### config.mk
export PLATFORM = sky130hd
export DESIGN_NAME = multichannel_soft_pwm_top
export DESIGN_NICKNAME = d
export VERILOG_FILES = /design/src/rtl/core/msp_pkg.sv /design/src/rtl/core/msp_core.sv /design/src/rtl/core/multichannel_soft_pwm_top.sv
export SDC_FILE = /design/constraint.sdc
export NUM_CORES = 1
export LEC_CHECK = 0
export ABC_AREA = 1
export BUFFER_PORTS_ARGS = -buffer_cell sky130_fd_sc_hd__buf_2
export CAP_MARGIN = 0
export CELL_PAD_IN_SITES_DETAIL_PLACEMENT = 0
export CELL_PAD_IN_SITES_GLOBAL_PLACEMENT = 1
export CORE_ASPECT_RATIO = 0.5
export CORE_MARGIN = 2
export CORE_UTILIZATION = 50
export CTS_CLUSTER_DIAMETER = 200
export DETAILED_ROUTE_END_ITERATION = 10
export GPL_TIMING_DRIVEN = 0
export PLACE_DENSITY = 0.89
export SETUP_SLACK_MARGIN = 0.05
export SYNTH_ARGS = -nofsm -noshare
export SYNTH_HDL_FRONTEND = slang
export SYNTH_SLANG_ARGS = --single-unit
### constraint.sdc
create_clock -name i_clk -period 8.25 [get_ports i_clk]
set_clock_uncertainty 0.15 [all_clocks]
set_input_delay 0.825 -clock i_clk [delete_from_list [all_inputs] [get_ports i_clk]]
set_output_delay 0.825 -clock i_clk [all_outputs]
set_load 0.005 [all_outputs]
### src/rtl/core/msp_pkg.sv
`timescale 1ns / 1ps

package msp_pkg;

    localparam int MSP_CHANNELS = 12;
    localparam int DUTY_W       = 8;
    localparam int CH_W         = 4;
    localparam int PIN_W        = 12;
    localparam int CFG_IDX_W    = 2;
    localparam int CFG_DATA_W   = 8;

    localparam logic [DUTY_W-1:0] RST_BASE      = 8'd0;
    localparam logic [DUTY_W-1:0] RST_TOP       = 8'd100;
    localparam logic [DUTY_W-1:0] RST_THRESHOLD = 8'h30;

    typedef enum logic {
        FUNC_TICK  = 1'b0,
        FUNC_WRITE = 1'b1
    } t_func;

    typedef enum logic [CFG_IDX_W-1:0] {
        REG_BASE      = 2'd0,
        REG_TOP       = 2'd1,
        REG_THRESHOLD = 2'd2
    } t_cfg_idx;

    typedef struct packed {
        logic [DUTY_W-1:0] base;
        logic [DUTY_W-1:0] top;
        logic [DUTY_W-1:0] threshold;
    } t_cfg;

    typedef struct packed {
        t_func             func;
        logic [CH_W-1:0]   channel;
        logic [DUTY_W-1:0] duty;
    } t_cmd;

    typedef struct packed {
        logic [PIN_W-1:0] pin_levels;
        logic             accepted;
    } t_res;

endpackage

### src/rtl/core/msp_core.sv
`timescale 1ns / 1ps

module msp_core import msp_pkg::*; #(
    parameter int CHANNELS = MSP_CHANNELS
) (
    input  logic i_clk,
    input  logic i_rst_n,
    input  t_cfg i_cfg,
    input  logic i_step,
    input  t_cmd i_cmd,
    output t_res o_res
);

    localparam int CODE_W = $clog2(CHANNELS + 3);
    localparam int CHW    = (CODE_W > CH_W) ? CODE_W : CH_W;
    localparam int HALF   = CHANNELS / 2;
    localparam int NREP   = (CHANNELS < PIN_W) ? CHANNELS : PIN_W;

    logic [DUTY_W-1:0]   r_count;
    logic [DUTY_W-1:0]   r_active [CHANNELS];
    logic [DUTY_W-1:0]   r_shadow [CHANNELS];
    logic [CHANNELS-1:0] r_pins;

    logic [DUTY_W-1:0]   n_count;
    logic [DUTY_W-1:0]   n_active [CHANNELS];
    logic [DUTY_W-1:0]   n_shadow [CHANNELS];
    logic [CHANNELS-1:0] n_pins;

    logic [CHW-1:0]      w_ch;
    logic [DUTY_W-1:0]   w_inc;
    logic [DUTY_W-1:0]   w_wrap;
    logic                w_start;
    logic                w_ok;
    logic [CHANNELS-1:0] w_sel;

    always_comb begin
        w_ch    = CHW'(i_cmd.channel);
        w_inc   = r_count + 8'd1;
        w_wrap  = (w_inc >= i_cfg.top) ? i_cfg.base : w_inc;
        w_start = (w_wrap == i_cfg.base);
        w_ok    = (i_cmd.duty >= i_cfg.base) && (i_cmd.duty <= i_cfg.top)
                  && (w_ch <= CHW'(CHANNELS + 2));
        for (int i = 0; i < CHANNELS; i++) begin
            w_sel[i] = (w_ch == CHW'(i)) || (w_ch == CHW'(CHANNELS))
                       || ((w_ch == CHW'(CHANNELS + 1)) && (i < HALF))
                       || ((w_ch == CHW'(CHANNELS + 2)) && (i >= HALF));
        end
    end

    always_comb begin
        n_count  = r_count;
        n_active = r_active;
        n_shadow = r_shadow;
        n_pins   = r_pins;
        if (i_cmd.func == FUNC_TICK) begin
            n_count = w_wrap;
            for (int i = 0; i < CHANNELS; i++) begin
                if (w_start) begin
                    // period start: load active from shadow
                    n_active[i] = r_shadow[i];
                    n_pins[i]   = (r_shadow[i] > i_cfg.threshold);
                end else begin
                    n_pins[i]   = r_pins[i] && (r_active[i] != w_wrap);
                end
            end
        end else if (w_ok) begin
            for (int i = 0; i < CHANNELS; i++) begin
                if (w_sel[i]) begin
                    n_shadow[i] = i_cmd.duty;
                end
            end
        end
    end

    always_comb begin
        o_res                       = '0;
        o_res.pin_levels[NREP-1:0]  = n_pins[NREP-1:0];
        o_res.accepted              = (i_cmd.func == FUNC_WRITE) && w_ok;
    end

    always_ff @(posedge i_clk) begin
        if (!i_rst_n) begin
            r_count <= RST_BASE;
            r_pins  <= '0;
            for (int i = 0; i < CHANNELS; i++) begin
                r_active[i] <= RST_BASE;
                r_shadow[i] <= RST_BASE;
            end
        end else if (i_step) begin
            r_count  <= n_count;
            r_pins   <= n_pins;
            r_active <= n_active;
            r_shadow <= n_shadow;
        end
    end

endmodule

### src/rtl/core/multichannel_soft_pwm_top.sv
`timescale 1ns / 1ps

// Multichannel PWM with double-buffered duty values. Each request is either a
// tick, which steps the shared period counter and updates the pins, or a
// write of a shadow duty to one channel, all channels or one half. Requests
// are taken one per clock unless i_ready holds the output register full; each
// result is formed through an input register, a single pass of compare logic
// over all channels in parallel, and an output register. Configuration
// registers (base, top, on threshold) are to be written through the plain
// write port while no request is in flight; the block does not enforce this.
module multichannel_soft_pwm_top import msp_pkg::*; #(
    parameter int CHANNELS = MSP_CHANNELS
) (
    input  logic                  i_clk,
    input  logic                  i_rst_n,
    input  logic                  i_cfg_we,
    input  logic [CFG_IDX_W-1:0]  i_cfg_idx,
    input  logic [CFG_DATA_W-1:0] i_cfg_data,
    input  logic                  i_valid,
    output logic                  o_ready,
    input  logic                  i_func,
    input  logic [CH_W-1:0]       i_channel,
    input  logic [DUTY_W-1:0]     i_duty,
    output logic                  o_valid,
    input  logic                  i_ready,
    output logic [PIN_W-1:0]      o_pin_levels,
    output logic                  o_accepted
);

    t_cfg r_cfg;
    logic r_in_valid;
    t_cmd r_cmd;
    logic r_out_valid;
    t_res r_res;

    logic w_adv;
    t_res w_res;

    assign w_adv   = r_in_valid && (!r_out_valid || i_ready);
    assign o_ready = !r_in_valid || w_adv;

    always_ff @(posedge i_clk) begin
        if (!i_rst_n) begin
            r_cfg.base      <= RST_BASE;
            r_cfg.top       <= RST_TOP;
            r_cfg.threshold <= RST_THRESHOLD;
        end else if (i_cfg_we) begin
            case (t_cfg_idx'(i_cfg_idx))
                REG_BASE:      r_cfg.base      <= i_cfg_data;
                REG_TOP:       r_cfg.top       <= i_cfg_data;
                REG_THRESHOLD: r_cfg.threshold <= i_cfg_data;
                default: ;
            endcase
        end
    end

    always_ff @(posedge i_clk) begin
        if (!i_rst_n) begin
            r_in_valid <= 1'b0;
        end else if (o_ready) begin
            r_in_valid <= i_valid;
        end
    end

    always_ff @(posedge i_clk) begin
        if (o_ready && i_valid) begin
            r_cmd.func    <= t_func'(i_func);
            r_cmd.channel <= i_channel;
            r_cmd.duty    <= i_duty;
        end
    end

    msp_core #(
        .CHANNELS (CHANNELS)
    ) u_core (
        .i_clk   (i_clk),
        .i_rst_n (i_rst_n),
        .i_cfg   (r_cfg),
        .i_step  (w_adv),
        .i_cmd   (r_cmd),
        .o_res   (w_res)
    );

    always_ff @(posedge i_clk) begin
        if (!i_rst_n) begin
            r_out_valid <= 1'b0;
            r_res       <= '0;
        end else begin
            if (w_adv) begin
                r_out_valid <= 1'b1;
                r_res       <= w_res;
            end else if (i_ready) begin
                r_out_valid <= 1'b0;
            end
        end
    end

    assign o_valid      = r_out_valid;
    assign o_pin_levels = r_res.pin_levels;
    assign o_accepted   = r_res.accepted;

`ifndef SYNTHESIS
    a_tick_not_accepted: assert property (@(posedge i_clk) disable iff (!i_rst_n)
        (w_adv && r_cmd.func == FUNC_TICK) |=> !r_res.accepted)
        else $error("tick reported as accepted write");

    a_write_keeps_pins: assert property (@(posedge i_clk) disable iff (!i_rst_n)
        (w_adv && r_cmd.func == FUNC_WRITE) |=> (r_res.pin_levels == $past(r_res.pin_levels)))
        else $error("write changed pin levels");

    a_accept_in_range: assert property (@(posedge i_clk) disable iff (!i_rst_n)
        (w_adv && w_res.accepted) |-> (r_cmd.func == FUNC_WRITE
            && r_cmd.duty >= r_cfg.base && r_cmd.duty <= r_cfg.top))
        else $error("out of range write accepted");
`endif

endmodule
==> Implementation_results.wiki, run 1 <==
{| class="wikitable"
! Metric !! Value
|-
| Synth Net Count || roughly 2300
|-
| Number of library cell types mapped by synthesis || 44
|-
| Asr flop ratio synth || 0
|-
| Die X-Extent || approximately 250 um
|-
| Gates resized, CTS repair || 0
|-
| Mean instance size in the synthesized netlist || 7.027 um2
|-
| Max-capacitance violation count || 0
|-
| Cell type group with the largest total delay on the critical path || buffers and inverters
|-
| Source-to-sink clock delay at the later pin of the worst-skew pair || 550 ps
|-
| Kind of critical path || reg2reg
|-
| Run status || finished clean
|-
| Crit-path max FO || 10
|-
| Growth of design area from synthesis to finish || 10.06%
|-
| Fraction of the yosys area taken by sequential cells || 0.3469
|-
| Count of clock tree sinks || 252
|-
| Leading register cell type out of synthesis || sky130_fd_sc_hd__dfxtp_1
|-
| Core ar. || about 29000 um2
|-
| Utilization of the core after routing || 0.5628
|-
| TritonCTS clock tree || done
|-
| Peak per-stage delay on the critical path || 930 ps
|-
| Number of instances in the synthesized netlist || 2123
|-
| Number of buffers created by CTS || 25
|-
| Kind of end point of the critical path || flop
|-
| Routed wire length || 56470 um
|-
| DIE AREA || between 30000 and 40000 um2
|-
| Number of setup violations in the final report || 0
|-
| Pin count of the biggest net entering global routing || 15
|-
| Storage cell area || just over 5000 um2
|-
| Post-synthesis sequential element count || 252
|-
| Worst path bufs/invs || 3
|-
| Slowest stage cell on the critical path || sky130_fd_sc_hd__clkbuf_1
|-
| Global route total overflow || 0
|-
| Effective utilization at floorplan || 0.5113
|-
| Count of hold buffers inserted by post-cts repair || 0
|-
| Number of global-route vias before repair || 13527
|-
| Most frequent cell on the critical path || sky130_fd_sc_hd__clkbuf_1
|-
| F_max || 215.0 MHz
|-
| Layout cell share with drive strength beyond 1 || 0.09751
|-
| Clock H-tree levels || 1
|-
| Max-slew violation count || 0
|-
| Placed cell areas || 15620 um2
|-
| Port Buffer Count || 42
|-
| Sum of internal, switching and leakage power || between 2 and 3 mW
|-
| First-iteration detailed-routing DRC count || 1514
|-
| Worst-case clock buffer depth || 3
|-
| Top Ports || 43
|-
| Area of all placed cells without fillers || 16420 um2
|-
| Std-Cell Rows || between 40 and 50
|-
| Remaining number of nets flagged by the antenna check after routing || 0
|-
| Critical path data required time || 8520 ps
|-
| Worst-margin pin slew || 1223 ps
|-
| Tightest Hold Check Type || in2reg
|-
| Overall via count from detail_route || approximately 15000
|-
| Post-layout minimum cycle time || 4651 ps
|-
| Clock transition at path regs || 70 ps
|-
| Total global-route track usage || 0.3633
|-
| Total area of multi-input combinational cells || 8210 um2
|-
| Critical Path Start Type || flop
|-
| Netlist area before placement || 14920 um2
|-
| Height of the die || 126.1 um
|-
| Global placement routability congestion || 0.9691
|-
| Max VDD drop || between 0.1 and 0.15 mV
|-
| Half-perimeter wire length after placement || 40600 um
|-
| Number of antenna violations at the first check in global routing || 1
|-
| CP arrival || between 4000 and 5000 ps
|-
| CTS Root Cell || sky130_fd_sc_hd__clkbuf_16
|-
| Hold violation total from the final report || 0
|-
| Leakage power || 6.794 nW
|-
| Final #Nets || 2341
|-
| Max transition margin || 0.1846
|-
| Count of flip-flops with a built-in enable after synthesis || 13
|-
| Drt drc || 0
|-
| Post-route setup TNS || 0 ps
|-
| First-pass DRT Iterations || 6
|-
| Unrepaired setup endpoints after global routing || false
|-
| Share of the clock period used by the worst path after layout || 0.5637
|-
| Drt via density || 5.709
|-
| Layout filler cell count || 2928
|-
| Worst-path cell chain || clkbuf_1 > inv_1 > ha_1 > nand3_1 > o21ai_1 > nand4_1 > clkbuf_1 > o21ai_0 > a21oi_1
|-
| Routed len/inst || 21.74 um
|-
| Power per standard cell area || between 150 and 200 nW/um2
|-
| Number of setup buffers added after CTS || 0
|-
| Number of warning messages in the yosys log || 0
|-
| Wire length of the first global-routing pass || about 83000 um
|}
[kinds of logic after synthesis]
group | count (synthesis) | synth area share
AND/OR/NAND/NOR | 968 | 0.2916
adder cells (fa/ha/maj) | 121 | 0.1015
buffers and inverters | 354 | 0.1028
XOR/XNOR | 2 | 0.001174
flip-flops | 252 | 0.3469
AO/OA/AOI/OAI | 426 | 0.1561
[worst reg2reg max path: stages (launching register included)]
cell,delay [ps]
sky130_fd_sc_hd__edfxtp_1,460
sky130_fd_sc_hd__clkbuf_1,930
sky130_fd_sc_hd__inv_1,180
sky130_fd_sc_hd__ha_1,340
sky130_fd_sc_hd__nand3_1,70
sky130_fd_sc_hd__o21ai_1,860
sky130_fd_sc_hd__nand4_1,840
sky130_fd_sc_hd__clkbuf_1,420
sky130_fd_sc_hd__o21ai_0,200
sky130_fd_sc_hd__a21oi_1,60
[placed cells by master, fill, tap and decap left out, drive strengths merged, types with 6 or more instances in the layout]
master / Yosys / routed
nand2: 563 / 563
a21oi: 274 / 274
inv: 245 / 245
dfxtp: 239 / 239
nand3: 188 / 188
nor2: 132 / 132
ha: 121 / 121
o21ai: 120 / 120
buf: 52 / 94
clkbuf: 55 / 90
nand4: 47 / 47
nand3b: 23 / 23
edfxtp: 13 / 13
o211ai: 8 / 8
nor3: 7 / 7
and3: 6 / 6
[cell type report]
class | instances | area share
multi-input cells | 1517 | 0.5000
flip-flops and latches | 252 | 0.3151
inverters | 245 | 0.05600
clock buffers | 35 | 0.04412
plain buffers | 109 | 0.03741
well taps | 391 | 0.02979
repair buffers | 42 | 0.01280
clock inverters | 5 | 0.004572
diodes | 1 | 0.0001524
[Yosys cell counts, drive strengths merged, types with 23 or more instances]
cell | n | area (um2)
o21ai | 120 | 600.6
dfxtp | 239 | 4785
nand2 | 563 | 2156
ha | 121 | 1514
nand3b | 23 | 172.7
nand4 | 47 | 300.3
nor2 | 132 | 528.0
a21oi | 274 | 1476
inv | 245 | 919.6
clkbuf | 55 | 206.5
buf | 52 | 390.4
nand3 | 188 | 1101
[layer usage]
| metal | routed length (um) | global-route usage | vias to the layer above |
|---|---|---|---|
| li1 | - | - | 7130 |
| met2 | 21540 | 0.5005 | 728 |
| met5 | 0 | 0 | - |
| met1 | 24980 | 0.5209 | 6849 |
| met3 | 8083 | 0.1345 | 118 |
| met4 | 1868 | 0.1117 | 0 |
[state kept, by name, indices dropped and copies added, names as in the netlist, 8 cells and up]
signal           flops
u_core.r_pins       12
u_core.r_shadow     96
u_core.r_count       8
r_cfg               24
r_cmd               13
u_core.r_active     96
[worst paths after layout]
| check | endpoint | depth (start not counted) | startpoint | slack [ps] |
|---|---|---|---|---|
| max | u_core.r_shadow[30] | 9 | r_cmd[0] | 3600 |
| min | r_cmd[11] | 1 | i_channel[3] | 300 |
| max reg2reg | u_core.r_shadow[30] | 9 | r_cmd[0] | 3600 |
| min reg2reg | o_accepted | 2 | o_accepted | 320 |
[stage by stage]
step	worst slack, ps	cells	hold slack [ps]
CTS	3943	2596	294.8
global placement	3938	2556	305.7
global route	3550	2596	301.9
floorplan	5279	2123	291.1
finish	3599	2597	300.2
detailed placement	3956	2556	310.6
[power breakdown]
group / total, mW / internal [mW] / switching (mW) / leakage, nW
logic: 0.475 / 0.129 / 0.346 / 4.34
registers: 1.27 / 1.25 / 0.0240 / 2.06
clock network: 1.19 / 0.669 / 0.519 / 0.395
Power figures use the tool's default switching activity.
==> run 2: changes to the inputs <==
--- a/config.mk
+++ b/config.mk
@@ -12,11 +12,11 @@
 export CELL_PAD_IN_SITES_GLOBAL_PLACEMENT = 1
 export CORE_ASPECT_RATIO = 0.5
 export CORE_MARGIN = 2
-export CORE_UTILIZATION = 50
+export CORE_UTILIZATION = 46
 export CTS_CLUSTER_DIAMETER = 200
 export DETAILED_ROUTE_END_ITERATION = 10
 export GPL_TIMING_DRIVEN = 0
-export PLACE_DENSITY = 0.89
+export PLACE_DENSITY = 0.83
 export SETUP_SLACK_MARGIN = 0.05
 export SYNTH_ARGS = -nofsm -noshare
 export SYNTH_HDL_FRONTEND = slang
==> constraint.sdc (replaced) <==
create_clock -name i_clk -period 4.8 [get_ports i_clk]
set_clock_uncertainty 0.15 [all_clocks]
set_input_delay 0.48 -clock i_clk [delete_from_list [all_inputs] [get_ports i_clk]]
set_output_delay 0.48 -clock i_clk [all_outputs]
set_load 0.005 [all_outputs]
==> run 2 against run 1 <==
Effect of this change: total power grew 70%; register-to-register slack got worse by 3300 ps; via count about the same; combinational power up 74%; global-route usage shrank 2.7 points; clock power grew 65%; worst setup slack got worse by 3300 ps; critical path type unchanged; largest cell class unchanged; highest routed layer unchanged.
==> Implementation_results.wiki, run 2 (synthesis results as in run 1) <==
{| class="wikitable"
! Metric !! Value
|-
| Run status || finished clean
|-
| Crit-path max FO || 10 (unchanged)
|-
| Count of clock tree sinks || 252 (unchanged)
|-
| Remaining number of nets flagged by the antenna check after routing || 0 (unchanged)
|-
| Die X-Extent || 258.7 um (+4.2%)
|-
| DIE AREA || 33980 um2 (+8.5%)
|-
| Number of global-route vias before repair || 13227 (-2.2%)
|-
| Post-layout minimum cycle time || 4527 ps (-123.3 ps)
|-
| Number of antenna violations at the first check in global routing || 3 (+2)
|-
| Core ar. || 31830 um2 (+9.1%)
|-
| Number of setup violations in the final report || 0 (unchanged)
|-
| Layout cell share with drive strength beyond 1 || 0.1003 (+0.002764)
|-
| Std-Cell Rows || 46 (+4.5%)
|-
| Drt drc || 0 (unchanged)
|-
| Max-capacitance violation count || 0 (unchanged)
|-
| Wire length of the first global-routing pass || 84340 um (+1.3%)
|-
| Drt via density || 5.576 (-2.3%)
|-
| Leakage power || 6.854 nW (+0.88%)
|-
| Unrepaired setup endpoints after global routing || false
|-
| Most utilized layer in the global route result || met1
|-
| Setup slack at placement || 341.7 ps (-3614 ps)
|-
| Met2 Track Usage GR || 0.4680 (-0.03251)
|-
| F_max || 220.9 MHz (+2.7%)
|-
| Leading cell type in the layout, fill and taps excluded || sky130_fd_sc_hd__nand2_1
|-
| Global route total overflow || 0 (unchanged)
|-
| Most frequent cell on the critical path || sky130_fd_sc_hd__nand2_1
|-
| Max VDD drop || 0.2378 mV (+75%)
|-
| Combinational share of power || 0.166 (+0.004)
|-
| GR met1 Demand/Resource || 0.5092 (-0.01174)
|-
| Hold violation total from the final report || 0 (unchanged)
|-
| Fraction of power spent switching nets || 0.3117 (+0.008501)
|-
| Clock network fraction of total power || 0.395 (-0.010)
|-
| Routing usage on met3 || 0.08700 (-0.04749)
|-
| Post-route setup TNS || 0 ps (unchanged)
|-
| TritonCTS clock tree || done
|-
| Height of the die || 131.3 um (+4.1%)
|-
| Top Ports || 43 (unchanged)
|-
| Max transition margin || 0.1238 (-0.06082)
|-
| Final worst-path setup slack || 272.7 ps (-3327 ps)
|-
| Largest registers || u_core.r_active (96), u_core.r_shadow (96), r_cfg (24)
|-
| Max-slew violation count || 0 (unchanged)
|-
| Clock transition at path regs || 70 ps (about the same)
|-
| Overall via count from detail_route || 14815 (-0.067%)
|-
| Peak per-stage delay on the critical path || 880 ps (-50 ps)
|-
| Effective utilization at floorplan || 0.4687 (-0.04257)
|-
| CP arrival || 4840 ps (-80 ps)
|-
| Routed len/inst || 21.63 um (-0.52%)
|-
| Final #Nets || 2354 (+0.56%)
|-
| Worst-margin pin slew || 1313 ps (+89.44 ps)
|-
| Kind of end point of the critical path || flop
|-
| Number of buffers created by CTS || 25 (unchanged)
|-
| First-pass DRT Iterations || 6 (unchanged)
|-
| CTS Root Cell || sky130_fd_sc_hd__clkbuf_16
|-
| Total global-route track usage || 0.3361 (-0.02720)
|-
| Worst-path cell chain || ha_1 > nand2_1 > nor2_4 > nand2_2 > nand2_1 > nand2_2 > ha_1 > nand2_1 > nor2_1 > nor2_1 > buf_2 > nand3_1 > nand2_1 > clkbuf_1 > nand2_1 > nand2_1 > nor2_1 > nand4_1 > nand2_1 > a21oi_1
|-
| Pin count of the biggest net entering global routing || 15 (unchanged)
|-
| Net switching power || 1.550 mW (+74%)
|-
| Routed wire length || 57480 um (+1.8%)
|-
| Power per standard cell area || 299.8 nW/um2 (+68%)
|-
| Worst-case clock buffer depth || 3 (unchanged)
|-
| Commonest cells after routing, fill and taps aside || sky130_fd_sc_hd__nand2_1 (546), sky130_fd_sc_hd__a21oi_1 (246), sky130_fd_sc_hd__inv_1 (243)
|-
| Clock H-tree levels || 1 (unchanged)
|-
| Growth of design area from synthesis to finish || 11.19%
|-
| Global placement routability congestion || 0.9379 (-3.2%)
|-
| Port Buffer Count || 42 (unchanged)
|-
| Critical Path Start Type || flop
|-
| Critical path data required time || 5110 ps (-3410 ps)
|-
| Worst path bufs/invs || 2 (-1)
|-
| First-iteration detailed-routing DRC count || 1751 (+16%)
|-
| Half-perimeter wire length after placement || 41360 um (+1.9%)
|-
| Source-to-sink clock delay at the later pin of the worst-skew pair || 570 ps (+20 ps)
|-
| Tightest Hold Check Type || in2reg
|-
| Internal power || 3.423 mW (+67%)
|-
| Kind of critical path || reg2reg
|-
| Cell type group with the largest total delay on the critical path || simple AND/OR/NAND/NOR gates
|-
| Share of the clock period used by the worst path after layout || 0.9432 (+0.3795)
|-
| Slowest stage cell on the critical path || sky130_fd_sc_hd__clkbuf_1
|-
| Share of total power in sequential cells || 0.439 (+0.006)
|}
==> run 2: cell types whose count changed in the layout (fill, tap and decap cells not counted) <==
cell / delta
sky130_fd_sc_hd__clkbuf_16: -1
sky130_fd_sc_hd__clkinv_2: +7
sky130_fd_sc_hd__inv_6: +1
sky130_fd_sc_hd__clkbuf_1: -1
sky130_fd_sc_hd__o21ai_1: -1
sky130_fd_sc_hd__dlygate4sd3_1: +13
sky130_fd_sc_hd__o21ai_2: +1
sky130_fd_sc_hd__clkbuf_8: +2
sky130_fd_sc_hd__bufinv_16: -2
==> run 2: per-layer routing <==
metal  vias up  share of wire
met5         -              0
met4         0          0.024
met3        86           0.12
met2       653           0.39
met1      6889           0.47
li1       7187              -
==> run 2: worst register-to-register path: cells and delay by family, from the launching register on <==
family / cells / cell delay (ps)
fa+ha+maj: 2 / 510
flops: 1 / 510
buf+inv: 2 / 1160
simple gates: 15 / 2000
compound gates: 1 / 140
==> run 2: repair_timing <==
item | in CTS | in global routing
setup endpoints to repair | 0 | 1
hold endpoints to repair | 13 | 0
buffers inserted | 0 | 0
resized for setup | 0 | 1
hold buffers | 13 | 0
==> run 2: layout make-up <==
class / instances / area, um2
fill: 3238 / 15240
multi-input combinational: 1517 / 8214
sequential: 252 / 5175
inverter: 245 / 919.6
clock buffer: 35 / 723.2
buffer: 109 / 614.3
tap: 432 / 540.5
timing repair buffer: 55 / 340.3
clock inverter: 11 / 58.81
antenna: 1 / 2.502
==> run 2: final timing paths <==
check                      startpoint                   to  slack [ps]  cells past startpoint
setup / recovery    u_core.r_count[0]     u_core.r_pins[2]         270                     20
hold / removal                i_valid           r_in_valid          40                      3
setup reg to reg    u_core.r_count[0]     u_core.r_pins[2]         270                     20
hold reg to reg   u_core.r_active[47]  u_core.r_active[47]         320                      2
==> run 2: through the flow <==
stage	util	total power, mW	instance area (um2)	cells	hold slack, ps
after CTS	0.5210	4.939	16580	2656	36.64
after global placement	0.4923	3.010	15670	2597	306.8
after global routing	0.5211	5.135	16590	2656	40.64
final	0.5212	4.974	16590	2657	39.11
after detailed placement	0.4923	3.015	15670	2597	310.0
after floorplan	-	2.704	14920	2123	291.1
==> run 2: power groups by stage <==
stage,combinational (mW),sequential [mW],clock (mW)
floorplan,0.494,2.21,0
global placement,0.782,2.23,0
detailed placement,0.786,2.23,0
CTS,0.798,2.18,1.96
global route,0.890,2.19,2.06
finish,0.828,2.18,1.96
==> run 3: changes to the inputs <==
--- a/config.mk
+++ b/config.mk
@@ -16,7 +16,8 @@
 export CTS_CLUSTER_DIAMETER = 200
 export DETAILED_ROUTE_END_ITERATION = 10
 export GPL_TIMING_DRIVEN = 0
-export PLACE_DENSITY = 0.83
+export PLACE_DENSITY_LB_ADDON = 0.1
+export RECOVER_POWER = 100
 export SETUP_SLACK_MARGIN = 0.05
 export SYNTH_ARGS = -nofsm -noshare
 export SYNTH_HDL_FRONTEND = slang
==> run 3 against run 2 <==
Effect of this change: the run now ends with negative setup slack left; sequential share of layout area increased by 0.071 points; fmax is 6.0% lower; core utilization fell by 0.12 points; die area is the same; sequential power barely moved; total power grew 3.3%; highest routed layer unchanged; wire length up 1.9%; flip-flop and latch count unchanged; critical path type unchanged; largest power group unchanged; global-route usage rose by 0.41 points; via count down 0.59%; largest cell class unchanged.
==> Implementation_results.wiki, run 3 (synthesis results as in run 1) <==
{| class="wikitable"
! Metric !! Value
|-
| Worst-margin pin slew || 1314 ps (+1.972 ps)
|-
| Top Ports || 43 (unchanged)
|-
| Core ar. || 31830 um2 (unchanged)
|-
| Clock transition at path regs || 70 ps (about the same)
|-
| Unrepaired setup endpoints after global routing || false
|-
| Wire length of the first global-routing pass || 85150 um (+0.97%)
|-
| Leading cell type in the layout, fill and taps excluded || sky130_fd_sc_hd__nand2_1
|-
| Number of setup violations in the final report || 1 (+1)
|-
| Routed len/inst || 22.03 um (+1.8%)
|-
| Growth of design area from synthesis to finish || 10.94%
|-
| Count of clock tree sinks || 252 (unchanged)
|-
| Largest registers || u_core.r_active (96), u_core.r_shadow (96), r_cfg (24)
|-
| Hold Path Depth || 3 (unchanged)
|-
| Layout cell share with drive strength beyond 1 || 0.08086 (-0.01941)
|-
| Power per standard cell area || 310.4 nW/um2 (+3.5%)
|-
| Worst-case clock buffer depth || 3 (unchanged)
|-
| Source-to-sink clock delay at the later pin of the worst-skew pair || 570 ps (about the same)
|-
| Worst-path cell chain || clkbuf_1 > inv_1 > ha_1 > nand3_1 > o21ai_1 > nand4_1 > o21ai_0 > a21oi_1
|-
| Number of global-route vias before repair || 12926 (-2.3%)
|-
| Kind of critical path || reg2reg
|-
| Std-Cell Rows || 46 (unchanged)
|-
| Final Instance Count excl. Fillers || 2658 (+0.038%)
|-
| Worst-case reg-to-reg path depth || 8 (-60%)
|-
| Max VDD drop || 0.2382 mV (+0.16%)
|-
| Violated checks || negative setup slack
|-
| First-iteration detailed-routing DRC count || 1800 (+2.8%)
|-
| Layout filler cell count || 3265 (+0.83%)
|-
| Setup slack at placement || 452.1 ps (+110.4 ps)
|-
| Hold violation total from the final report || 0 (unchanged)
|-
| Die X-Extent || 258.7 um (unchanged)
|-
| Routed wire length || 58560 um (+1.9%)
|-
| Max-capacitance violation count || 0 (unchanged)
|-
| Crit-path max FO || 10 (unchanged)
|-
| Pin count of the biggest net entering global routing || 15 (unchanged)
|-
| Max transition margin || 0.1225 (-0.001316)
|-
| Port Buffer Count || 42 (unchanged)
|-
| Leakage power || 6.815 nW (-0.56%)
|-
| DIE AREA || 33980 um2 (unchanged)
|-
| Run status || complete, but fails checks
|-
| Number of antenna violations at the first check in global routing || 1 (-2)
|-
| Diodes inserted || 0 (-1)
|-
| Clock H-tree levels || 1 (unchanged)
|-
| Drt via density || 5.541 (-0.63%)
|-
| Post-layout minimum cycle time || 4816 ps (+288.5 ps)
|-
| Max-slew violation count || 0 (unchanged)
|-
| Final #Nets || 2355 (+0.042%)
|-
| TritonCTS clock tree || done
|-
| Critical path data required time || 5060 ps (-50 ps)
|-
| Total global-route track usage || 0.3402 (+0.004136)
|-
| CTS Root Cell || sky130_fd_sc_hd__clkbuf_16
|-
| Commonest cells after routing, fill and taps aside || sky130_fd_sc_hd__nand2_1 (550), sky130_fd_sc_hd__a21oi_1 (263), sky130_fd_sc_hd__inv_1 (243)
|-
| Overall via count from detail_route || 14727 (-0.59%)
|-
| Storage cell area || 5175 um2 (unchanged)
|-
| Global placement routability congestion || 0.9264 (-1.2%)
|-
| Peak per-stage delay on the critical path || 840 ps (-40 ps)
|-
| Number of buffers created by CTS || 26 (+4.0%)
|-
| Drt drc || 0 (unchanged)
|-
| Height of the die || 131.3 um (unchanged)
|-
| F_max || 207.6 MHz (-6.0%)
|-
| Final worst-path setup slack || -15.86 ps (-288.5 ps)
|-
| First-pass DRT Iterations || 6 (unchanged)
|-
| Total area of multi-input combinational cells || 8132 um2 (-1.0%)
|-
| Global route total overflow || 0 (unchanged)
|-
| Remaining number of nets flagged by the antenna check after routing || 0 (unchanged)
|-
| Effective utilization at floorplan || 0.4687 (unchanged)
|-
| Inst Count DP || 2597 (unchanged)
|-
| Share of the clock period used by the worst path after layout || 1.003 (+0.06011)
|-
| Kind of end point of the critical path || flop
|-
| Slowest stage cell on the critical path || sky130_fd_sc_hd__nand4_1
|-
| Half-perimeter wire length after placement || 43210 um (+4.5%)
|-
| Tightest Hold Check Type || in2reg
|-
| Critical Path Start Type || flop
|-
| CP arrival || 5080 ps (+240 ps)
|-
| Number of setup buffers added after CTS || 0 (unchanged)
|}
run 3: cell types whose count changed in the layout (fill, tap and decap cells not counted), moves of 2 or more:
cell	delta
sky130_fd_sc_hd__clkbuf_1	+23
sky130_fd_sc_hd__bufinv_16	+2
sky130_fd_sc_hd__buf_4	-5
sky130_fd_sc_hd__a21oi_2	-17
sky130_fd_sc_hd__clkbuf_2	+2
sky130_fd_sc_hd__nand2_2	-4
sky130_fd_sc_hd__clkinv_2	-7
sky130_fd_sc_hd__buf_2	-14
sky130_fd_sc_hd__a21oi_1	+17
sky130_fd_sc_hd__nand2_1	+4
run 3: final cells by class:
class                           count  area share
Multi-Input combinational cell   1517      0.4913
Sequential cell                   252      0.3127
Inverter                          245     0.05556
Clock buffer                       40     0.04611
Buffer                            109     0.03508
Tap cell                          432     0.03266
Timing Repair Buffer               55     0.02011
Clock inverter                      8    0.006501
run 3: path summary, 6_finish.rpt:
check	from	to	slack [ps]
worst max-delay path	r_cmd[0]	u_core.r_shadow[72]	-20
worst min register to register	o_accepted	o_accepted	320
worst max register to register	r_cmd[0]	u_core.r_shadow[72]	-20
worst min-delay path	i_valid	r_in_valid	30
run 3: metrics by stage:
step | hold WS, ps | utilization | cell area, um2 | power (mW) | setup TNS, ps
after detailed placement | 310.2 | 0.4923 | 15670 | 3.003 | 0
after global placement | 308.1 | 0.4923 | 15670 | 2.999 | 0
final | 33.13 | 0.5200 | 16550 | 5.138 | -15.86
after CTS | 25.32 | 0.5238 | 16670 | 5.117 | 0
after global routing | 59.20 | 0.5200 | 16550 | 5.290 | 0
after floorplan | 291.1 | - | 14920 | 2.704 | 0
run 3: power by group:
part / switching [mW] / total, mW / internal (mW)
Clock: 0.943 / 2.15 / 1.21
Sequential: 0.0422 / 2.18 / 2.14
Combinational: 0.579 / 0.805 / 0.226
Total: 1.56 / 5.14 / 3.57
run 3: layer usage:
layer | track usage | wire (um) | up-vias
li1 | - | - | 7173
met1 | 0.5262 | 28090 | 6822
met2 | 0.4643 | 22360 | 661
met3 | 0.09047 | 6899 | 71
met4 | 0.06583 | 1209 | 0
met5 | 0 | 0 | -
run 3: repair_timing:
| action | in CTS | in global routing |
|---|---|---|
| hold buffers | 13 | 0 |
| setup endpoints to repair | 0 | 0 |
| resized for setup | 0 | 0 |
| endpoints found under the hold margin | 13 | 0 |
run 3: critical path, delay by kind of cell, from the launching register on:
family | cells | cell delay, ps
flops | 1 | 450
buf+inv | 2 | 1050
fa+ha+maj | 1 | 370
simple gates | 2 | 910
compound gates | 3 | 1700
